--- src/rtl/core/lcgf_pkg.sv ---
// Shared types and constants for the LCG byte and letter fill block.
// Used by the front end, the request queue and the back end; depends on nothing.
`default_nettype none

package lcgf_pkg;

  // Generator: x' = x * LcgMul + LcgAdd (mod 2^64)
  localparam int unsigned MulWidth = 21;
  localparam logic [MulWidth-1:0] LcgMul = 21'd1664525;
  localparam logic [63:0]         LcgAdd = 64'd1013904223;

  // Output alphabet
  localparam logic [7:0] LetterBase  = 8'd97;  // ASCII 'a'
  localparam logic [4:0] LetterCount = 5'd26;

  // Beats produced by one generator step in chunked operation
  localparam int unsigned ByteChunk   = 8;
  localparam int unsigned LetterChunk = 12;
  // Byte mode uses chunks from this length up; letter mode only above LetterChunk - 1
  localparam logic [6:0] ByteChunkMinLen = 7'd10;

  // Reduction mod 13: 2^12 = 1 (mod 13), and floor(2^16 / 13) as a reciprocal
  localparam logic [12:0] Recip13 = 13'd5041;
  localparam logic [3:0]  Thirteen = 4'd13;

  // Request queue between front and back
  localparam int unsigned QueueDepth = 2;
  localparam int unsigned QueuePtrW  = $clog2(QueueDepth);

  // One classified fill request
  typedef struct packed {
    logic        mode;     // 0 bytes, 1 letters
    logic [3:0]  chunks;   // number of multi-beat steps
    logic [3:0]  singles;  // number of one-beat steps after the chunks
    logic [63:0] seed;
  } req_t;

  localparam logic ModeBytes   = 1'b0;
  localparam logic ModeLetters = 1'b1;

  typedef enum logic [2:0] {
    S_IDLE,
    S_MUL,
    S_ADD,
    S_SUM,
    S_REDUCE,
    S_ONE,
    S_CHUNK
  } back_state_t;

endpackage

`default_nettype wire

--- src/rtl/core/lcgf_front.sv ---
// Front end: takes fill requests, saturates the length and splits it into chunks and singles.
// Depends on lcgf_pkg; feeds lcgf_fifo.
`default_nettype none

module lcgf_front #(
  parameter int MAX_FILL = 64
) (
  input  wire                 s_tvalid,
  output logic                s_tready,
  input  wire  [71:0]         s_tdata,   // fill_length[6:0], start_value[70:7], zero pad
  input  wire                 s_tuser,   // command
  input  wire                 q_full,
  output logic                push,
  output lcgf_pkg::req_t      push_req
);
  import lcgf_pkg::*;

  localparam logic [6:0] MaxLen = 7'(MAX_FILL);
  localparam int MaxLetterChunks = MAX_FILL / LetterChunk;

  logic [6:0] len;
  logic [3:0] letter_chunks;
  logic [6:0] letter_used;

  // Saturate the requested length
  assign len = (s_tdata[6:0] > MaxLen) ? MaxLen : s_tdata[6:0];

  // Whole 12-letter chunks that fit into the length
  always_comb begin
    letter_chunks = '0;
    for (int k = 1; k <= MaxLetterChunks; k++) begin
      letter_chunks = letter_chunks + 4'(len >= 7'(LetterChunk * k));
    end
  end

  assign letter_used = 7'(letter_chunks) * 7'(LetterChunk);

  // Classify the request
  always_comb begin
    push_req.mode = s_tuser;
    push_req.seed = s_tdata[70:7];
    if (s_tuser == ModeLetters) begin
      push_req.chunks  = letter_chunks;
      push_req.singles = 4'(len - letter_used);
    end else if (len >= ByteChunkMinLen) begin
      push_req.chunks  = 4'(len >> 3);
      push_req.singles = {1'b0, len[2:0]};
    end else begin
      push_req.chunks  = '0;
      push_req.singles = 4'(len);
    end
  end

  // A zero-length request is taken and produces nothing
  assign s_tready = !q_full;
  assign push     = s_tvalid && !q_full && (len != 7'd0);

endmodule

`default_nettype wire

--- src/rtl/core/lcgf_fifo.sv ---
// Short request queue that decouples the front end from the back end.
// Depends on lcgf_pkg for the request type and depth.
`default_nettype none

module lcgf_fifo (
  input  wire                 clk,
  input  wire                 rst,
  input  wire                 push,
  input  lcgf_pkg::req_t      push_req,
  output logic                full,
  input  wire                 pop,
  output logic                pop_valid,
  output lcgf_pkg::req_t      pop_req
);
  import lcgf_pkg::*;

  req_t                 slots [QueueDepth];
  logic [QueuePtrW-1:0] wr_ptr;
  logic [QueuePtrW-1:0] rd_ptr;
  logic [QueuePtrW:0]   count;
  logic                 do_push;
  logic                 do_pop;

  assign full      = (count == (QueuePtrW+1)'(QueueDepth));
  assign pop_valid = (count != '0);
  assign pop_req   = slots[rd_ptr];
  assign do_push   = push && !full;
  assign do_pop    = pop && pop_valid;

  // Pointers and fill count
  always_ff @(posedge clk) begin
    if (rst) begin
      wr_ptr <= '0;
      rd_ptr <= '0;
      count  <= '0;
    end else begin
      if (do_push) wr_ptr <= wr_ptr + 1'b1;
      if (do_pop)  rd_ptr <= rd_ptr + 1'b1;
      count <= count + (QueuePtrW+1)'(do_push) - (QueuePtrW+1)'(do_pop);
    end
  end

  // Entry storage
  always_ff @(posedge clk) begin
    if (do_push) slots[wr_ptr] <= push_req;
  end

  a_count_range: assert property (@(posedge clk) disable iff (rst)
    count <= (QueuePtrW+1)'(QueueDepth))
    else $error("queue count beyond depth");

  a_push_grows: assert property (@(posedge clk) disable iff (rst)
    do_push && !do_pop |=> count == $past(count) + 1'b1)
    else $error("queue count did not grow on push");

  a_pop_shrinks: assert property (@(posedge clk) disable iff (rst)
    do_pop && !do_push |=> count == $past(count) - 1'b1)
    else $error("queue count did not shrink on pop");

endmodule

`default_nettype wire

--- src/rtl/core/lcgf_back.sv ---
// Back end: steps the 64-bit generator and emits one byte or letter per beat.
// Depends on lcgf_pkg; takes requests from lcgf_fifo.
`default_nettype none

module lcgf_back (
  input  wire                 clk,
  input  wire                 rst,
  input  wire                 q_valid,
  input  lcgf_pkg::req_t      q_req,
  output logic                pop,
  output logic                m_tvalid,
  input  wire                 m_tready,
  output logic [71:0]         m_tdata,   // out_byte[7:0], end_value[71:8]
  output logic                m_tlast    // last
);
  import lcgf_pkg::*;

  back_state_t state, state_next;

  logic [63:0] x;
  logic [52:0] prod_lo;
  logic [31:0] prod_hi;
  logic [52:0] hi_full;
  logic [3:0]  chunks_left;
  logic [3:0]  singles_left;
  logic        mode;
  logic [3:0]  pos;
  logic [14:0] msum;
  logic [7:0]  letter;

  logic [7:0]  out_byte;
  logic        out_last;
  logic [63:0] out_end;

  logic        out_free;
  logic        emit;
  logic        emit_last;
  logic [7:0]  emit_byte;
  logic        chunk_end;

  logic [7:0]  byte_lane [ByteChunk];
  logic [7:0]  letter_lane [LetterChunk];
  logic [62:0] y;
  logic [12:0] fold1;
  logic [11:0] fold2;
  logic [24:0] recip_prod;
  logic [11:0] quot;
  logic [11:0] rem_wide;
  logic [3:0]  rem13;

  assign out_free = !m_tvalid || m_tready;

  // Lanes of the current generator value for chunked beats
  always_comb begin
    for (int k = 0; k < ByteChunk; k++) begin
      byte_lane[k] = x[8*k +: 8];
    end
    for (int k = 0; k < LetterChunk; k++) begin
      letter_lane[k] = LetterBase +
        ((x[5*k +: 5] >= LetterCount) ? 8'(x[5*k +: 5] - LetterCount) : 8'(x[5*k +: 5]));
    end
  end

  // Whole value mod 26 as 2 * ((x >> 1) mod 13) + x[0]
  assign y        = x[63:1];
  assign fold1    = 13'(msum[11:0]) + 13'(msum[14:12]);
  assign fold2    = fold1[11:0] + 12'(fold1[12]);
  assign recip_prod = 25'(fold2) * 25'(Recip13);
  assign quot     = 12'(recip_prod[24:16]);
  assign rem_wide = fold2 - quot * 12'(Thirteen);
  assign rem13    = (rem_wide >= 12'(Thirteen)) ? 4'(rem_wide - 12'(Thirteen)) : 4'(rem_wide);

  // Upper partial product, kept to the bits that land below 2^64
  assign hi_full = x[63:32] * LcgMul;

  assign chunk_end = (mode == ModeLetters) ? (pos == 4'(LetterChunk - 1))
                                           : (pos == 4'(ByteChunk - 1));

  // Sequencer state register
  always_ff @(posedge clk) begin
    if (rst) state <= S_IDLE;
    else     state <= state_next;
  end

  // Next state and beat control
  always_comb begin
    state_next = state;
    pop        = 1'b0;
    emit       = 1'b0;
    emit_last  = 1'b0;
    emit_byte  = (mode == ModeLetters) ? letter_lane[pos] : byte_lane[pos[2:0]];
    unique case (state)
      S_IDLE: begin
        if (q_valid) begin
          pop        = 1'b1;
          state_next = S_MUL;
        end
      end
      S_MUL: state_next = S_ADD;
      S_ADD: begin
        if (chunks_left != '0)          state_next = S_CHUNK;
        else if (mode == ModeLetters)   state_next = S_SUM;
        else                            state_next = S_ONE;
      end
      S_SUM:    state_next = S_REDUCE;
      S_REDUCE: state_next = S_ONE;
      S_ONE: begin
        emit_byte = (mode == ModeLetters) ? letter : x[7:0];
        emit_last = (singles_left == '0);
        if (out_free) begin
          emit       = 1'b1;
          state_next = emit_last ? S_IDLE : S_MUL;
        end
      end
      S_CHUNK: begin
        emit_last = chunk_end && (chunks_left == '0) && (singles_left == '0);
        if (out_free) begin
          emit = 1'b1;
          if (chunk_end) state_next = emit_last ? S_IDLE : S_MUL;
        end
      end
      default: state_next = S_IDLE;
    endcase
  end

  // Request counters, mode and chunk position
  always_ff @(posedge clk) begin
    if (rst) begin
      chunks_left  <= '0;
      singles_left <= '0;
      mode         <= ModeBytes;
      pos          <= '0;
    end else begin
      case (state)
        S_IDLE: begin
          if (q_valid) begin
            chunks_left  <= q_req.chunks;
            singles_left <= q_req.singles;
            mode         <= q_req.mode;
          end
        end
        S_ADD: begin
          pos <= '0;
          if (chunks_left != '0) chunks_left  <= chunks_left - 1'b1;
          else                   singles_left <= singles_left - 1'b1;
        end
        S_CHUNK: begin
          if (emit) pos <= pos + 1'b1;
        end
        default: ;
      endcase
    end
  end

  // Datapath registers
  always_ff @(posedge clk) begin
    if (state == S_IDLE && q_valid) x <= q_req.seed;
    if (state == S_MUL) begin
      prod_lo <= x[31:0] * LcgMul;
      prod_hi <= hi_full[31:0];
    end
    if (state == S_ADD) x <= 64'(prod_lo) + {prod_hi, 32'h0} + LcgAdd;
    if (state == S_SUM) begin
      msum <= 15'(y[11:0]) + 15'(y[23:12]) + 15'(y[35:24]) +
              15'(y[47:36]) + 15'(y[59:48]) + 15'(y[62:60]);
    end
    if (state == S_REDUCE) letter <= LetterBase + 8'({rem13, x[0]});
  end

  // Output register
  always_ff @(posedge clk) begin
    if (rst) begin
      m_tvalid <= 1'b0;
    end else if (emit) begin
      m_tvalid <= 1'b1;
    end else if (m_tready) begin
      m_tvalid <= 1'b0;
    end
  end

  always_ff @(posedge clk) begin
    if (emit) begin
      out_byte <= emit_byte;
      out_last <= emit_last;
      out_end  <= emit_last ? x : 64'h0;
    end
  end

  assign m_tdata = {out_end, out_byte};
  assign m_tlast = out_last;

  a_end_zero: assert property (@(posedge clk) disable iff (rst)
    m_tvalid && !m_tlast |-> out_end == 64'h0)
    else $error("end value set on a beat that is not the last");

  a_letter_range: assert property (@(posedge clk) disable iff (rst)
    state == S_ONE && mode == ModeLetters |-> letter >= LetterBase &&
      letter < LetterBase + 8'(LetterCount))
    else $error("single letter out of range");

  a_emit_free: assert property (@(posedge clk) disable iff (rst)
    emit |-> out_free)
    else $error("beat overwrote a pending output");

  a_chunk_pos: assert property (@(posedge clk) disable iff (rst)
    state == S_CHUNK |-> pos < 4'(LetterChunk))
    else $error("chunk position out of range");

endmodule

`default_nettype wire

--- src/rtl/core/lcg_byte_and_letter_fill.sv ---
// Top level of the LCG byte and letter fill block.
// Depends on lcgf_pkg, lcgf_front, lcgf_fifo and lcgf_back.
//
//   channel  | dir | tdata                                   | tuser   | tlast
//   s_ (req) | in  | fill_length[6:0], start_value[70:7]     | command | -
//   m_ (out) | out | out_byte[7:0], end_value[71:8]          | -       | last
//
// A request leaves the queue in S_IDLE, then each generator step runs the split 64x21
// multiply-add in S_MUL and S_ADD, followed by 8 or 12 beats for a chunk, one beat for a
// single byte, or the reduction states S_SUM and S_REDUCE and one beat for a single letter.
// The sequencer in lcgf_back sets the rate; the queue holds two requests.
// Reset is synchronous; zero-length requests are taken and produce no beats.
// A stalled output holds its beat while the front keeps taking requests until the queue is full.
`default_nettype none

module lcg_byte_and_letter_fill #(
  parameter int MAX_FILL = 64
) (
  input  wire         clk,
  input  wire         rst,
  input  wire         s_tvalid,
  output logic        s_tready,
  input  wire  [71:0] s_tdata,   // fill_length[6:0], start_value[70:7], zero pad [71]
  input  wire         s_tuser,   // command
  output logic        m_tvalid,
  input  wire         m_tready,
  output logic [71:0] m_tdata,   // out_byte[7:0], end_value[71:8]
  output logic        m_tlast
);
  import lcgf_pkg::*;

  logic q_full;
  logic push;
  req_t push_req;
  logic pop;
  logic q_valid;
  req_t q_req;

  // Request intake and classification
  lcgf_front #(
    .MAX_FILL (MAX_FILL)
  ) u_front (
    .s_tvalid (s_tvalid),
    .s_tready (s_tready),
    .s_tdata  (s_tdata),
    .s_tuser  (s_tuser),
    .q_full   (q_full),
    .push     (push),
    .push_req (push_req)
  );

  // Queue between front and back
  lcgf_fifo u_fifo (
    .clk       (clk),
    .rst       (rst),
    .push      (push),
    .push_req  (push_req),
    .full      (q_full),
    .pop       (pop),
    .pop_valid (q_valid),
    .pop_req   (q_req)
  );

  // Generator and beat emission
  lcgf_back u_back (
    .clk      (clk),
    .rst      (rst),
    .q_valid  (q_valid),
    .q_req    (q_req),
    .pop      (pop),
    .m_tvalid (m_tvalid),
    .m_tready (m_tready),
    .m_tdata  (m_tdata),
    .m_tlast  (m_tlast)
  );

endmodule

`default_nettype wire
--- config.mk ---
export PLATFORM = sky130hd
export DESIGN_NAME = lcg_byte_and_letter_fill
export DESIGN_NICKNAME = d
export VERILOG_FILES = /design/src/rtl/core/lcgf_pkg.sv /design/src/rtl/core/lcgf_front.sv /design/src/rtl/core/lcgf_fifo.sv /design/src/rtl/core/lcgf_back.sv /design/src/rtl/core/lcg_byte_and_letter_fill.sv
export SDC_FILE = /design/constraint.sdc
export NUM_CORES = 2
export LEC_CHECK = 0
export BUFFER_PORTS_ARGS = -buffer_cell sky130_fd_sc_hd__buf_2
export CORE_MARGIN = 2
export CORE_UTILIZATION = 55
export CTS_CLUSTER_SIZE = 14
export DETAILED_ROUTE_END_ITERATION = 16
export GPL_TIMING_DRIVEN = 0
export PLACE_DENSITY = 0.81
export SKIP_LAST_GASP = 1
export SYNTH_ARGS = -nofsm -noshare
export SYNTH_HDL_FRONTEND = slang
export SYNTH_HIERARCHICAL = 1
export SYNTH_SLANG_ARGS = --single-unit
--- constraint.sdc ---
create_clock -name clk -period 25.6 [get_ports clk]
set_input_delay 5.12 -clock clk [delete_from_list [all_inputs] [get_ports clk]]
set_output_delay 5.12 -clock clk [all_outputs]
set_load 0.005 [all_outputs]
==> flow_metrics.env <==
export IMPL_status="complete, no violations"
export IMPL_routedWlPerCell_um=21.62
export IMPL_drt_iter0_drc=3039
export IMPL_grt_max_degree=43
export IMPL_fill_cells=6401
export IMPL_final_common_cell="inv_1"
export IMPL_final_cell_mix="inv_1, ha_1, fa_1"
export IMPL_clockBufferDepth=3
export IMPL_nNetsFinal=5596
export IMPL_synthCells=4311
export IMPL_clockRootBuffer="clkbuf_16"
export IMPL_fin_area_sq_mm=0.04878
export IMPL_drive_above_1_share=0.09024
export IMPL_vias=32710
export IMPL_rsz0062_at_grt="false"
export IMPL_hpwl_um=95250
export IMPL_area_growth_pct=8.213
export IMPL_cts_hold_buf=0
export IMPL_grt_total_usage=0.2873
export IMPL_multi_input_area_sq_mm=0.02893
export IMPL_synth_top_family_by_area="adder cells"
export IMPL_slew_violations=0
export IMPL_async_flop_share=0
export IMPL_synth_top_flop_cell="edfxtp_1"
export IMPL_synth_compound_area_share=0.09512
export IMPL_worstMarginPinSlew_ns=1.320
export IMPL_htree_levels=2
export IMPL_cts_made_buffers=48
export IMPL_path_clk_slew_ns=0.07
export IMPL_criticalPathCategory="register to register"
export IMPL_syn_avg_cell_area_sq_um=10.46
export IMPL_hold_violations=0
export IMPL_wl_um=120200
export IMPL_core_sq_mm=0.08081
export IMPL_post_cts_buffers=0
export IMPL_path_delay_family="adder cells"
export IMPL_initial_core_util=0.5578
export IMPL_slowest_delay_ns=0.67
export IMPL_relSlewSlack=0.1200
export IMPL_fin_crit_sh=0.5024
export IMPL_dieArea_sq_mm=0.08427
export IMPL_overflow=0
export IMPL_crit_top_cell="inv_1"
export IMPL_synth_nets=5447
export IMPL_die_h_um=290.3
export IMPL_fin_setup_tns_ns=0
export IMPL_clock_sinks=413
export IMPL_yosys_area_share_simple=0.08588
export IMPL_synthMuxAreaShare=0.04050
export IMPL_r2r_slack_ns=12.74
export IMPL_num_rows=104
export IMPL_period_minus_slack_ns=12.86
export IMPL_gp_congestion=1.010
export IMPL_synth_area_sq_mm=0.04508
export IMPL_viasPerCell=5.884
export IMPL_critical_path_endpoint_type="register"
export IMPL_max_freq_ghz=0.07776
export IMPL_arrival_ns=13.20
export IMPL_dr_pass1_iters=7
export IMPL_clk_latency_ns=0.62
export IMPL_crit_slowest_cell="xnor2_1"
export IMPL_antenna_cells=0
export IMPL_setup_viol=0
export IMPL_drv_cap=0
export IMPL_route_detailed_drc=0
export IMPL_whs_ns=0.4920
export IMPL_crit_buf_inv=8
export IMPL_yosysUniqueCellTypes=91
export IMPL_synth_adder_area_share=0.3664
export IMPL_grt_pass1_wl_um=187900
export IMPL_final_seq_area_sq_mm=0.01218
export IMPL_tritoncts="yes"
export IMPL_synth_seq_cells=413
export IMPL_hp_class="register to register"
export IMPL_crit_fanout=8
export IMPL_cts_resized=0
export IMPL_placed_area_sq_mm=0.04706
export IMPL_num_io_pins=152
export IMPL_synth_edf_count=391
export IMPL_first_global_vias=33480
export IMPL_finClkSkew_ns=0.02381
export IMPL_die_width_um=290.3
export IMPL_crit_required_ns=25.94
export IMPL_synth_xor_xnor_area_share=0.05315
export IMPL_yosys_warnings=6
export IMPL_ant_nets=0
export IMPL_critPathLaunchType="register"
export IMPL_yosysSeqAreaShare=0.2702
export IMPL_io_buffers=86
export IMPL_antenna_found_initial=6
==> cells in the mapped netlist (5+ instances only) <==
cell type	number	area, sq um
nand2b_1	27	168.9
o22ai_1	9	56.30
o21ai_0	175	875.8
o41ai_1	6	52.55
or3_1	32	200.2
buf_6	9	101.4
or2_2	12	75.07
a21oi_1	179	895.9
o2111ai_1	7	61.31
o21ai_1	8	40.04
o21a_1	33	247.7
a31oi_1	37	231.5
nor3b_1	5	37.54
buf_4	66	495.5
ha_1	624	7807
nor3_1	46	230.2
a211oi_1	38	285.3
clkbuf_1	73	274.0
or4_1	9	67.56
edfxtp_1	391	11740
mux4_2	35	788.3
nor4_1	18	112.6
nor2b_1	30	187.7
o31a_1	6	52.55
dfxtp_1	22	440.4
inv_1	819	3074
mux2i_1	17	170.2
o31ai_1	18	135.1
buf_1	8	30.03
xnor2_1	189	1655
xor2_1	75	656.9
a22oi_1	7	52.55
a21boi_0	11	82.58
mux2_2	75	844.6
a21o_1	64	480.5
nand4_1	20	125.1
nor2_1	174	653.1
and3_1	25	156.4
and2_1	81	506.7
o21bai_1	16	120.1
nand2_1	211	792.0
o211ai_1	17	127.6
fa_1	435	8708
nand3_1	65	325.3
nand3b_1	6	45.04
==> registers in the layout (all words and copies together), names as in the netlist, 8 cells and up, named ones only <==
signal,count
u_back/letter,8
u_back/msum,15
u_back/out_byte,8
u_back/out_end,64
u_back/prod_hi,32
u_back/prod_lo,53
u_back/x,64
u_fifo/slots,146
==> cells by family after synthesis <==
logic type / after synthesis
adders and majority gates: 1059
buffers and inverters: 980
and+or+nand+nor: 781
AOI/OAI and AO/OA: 682
DFF: 413
xor gates and xnor gates: 268
muxes: 128
==> worst reg2reg max path: cells and delay by family, from the launching register on <==
kind | cells | cell delay, ns
compound gates | 11 | 2.80
fa+ha+maj | 13 | 5.08
simple gates | 12 | 2.24
buf+inv | 8 | 0.70
flops | 1 | 0.36
mux | 1 | 0.30
xor+xnor | 4 | 1.09
==> routing by layer <==
metal	up-vias	routed length (um)	global-route usage
met4	0	5883	0.1268
met3	316	11870	0.06103
met5	-	0	0
li1	14860	-	-
met1	15960	47480	0.3793
met2	1573	54960	0.4580
==> layout make-up <==
type	instances	share of cell area
plain buffers	159	0.01883
clock buffers	57	0.02616
clock inverters	32	0.009029
inverters	821	0.06323
multi-input cells	2918	0.5930
flip-flops and latches	413	0.2497
well taps	1060	0.02719
repair buffers	99	0.01280
==> path summary, 6_finish.rpt <==
kind	end	cells after the start	from
worst max-delay path	u_back/letter[4]$_DFFE_PN_	49	u_back/msum[0]$_DFFE_PN_
worst min-delay path	u_fifo/wr_ptr$_SDFFE_PP0P_	2	u_fifo/wr_ptr$_SDFFE_PP0P_
worst max register to register	u_back/letter[4]$_DFFE_PN_	49	u_back/msum[0]$_DFFE_PN_
worst min register to register	u_fifo/wr_ptr$_SDFFE_PP0P_	2	u_fifo/wr_ptr$_SDFFE_PP0P_
==> stage by stage <==
stage | worst slack, ns | std cells | util
global route | 11.75 | 5559 | 0.6037
detailed placement | 12.92 | 5470 | 0.5824
floorplan | 14.65 | 4311 | -
finish | 12.74 | 5559 | 0.6037
global placement | 13.18 | 5457 | 0.5796
CTS | 12.83 | 5559 | 0.6036
Power is left out: the tool's default activity adds up to more than one toggle a clock period on the data nets, which glitch-free logic cannot reach.
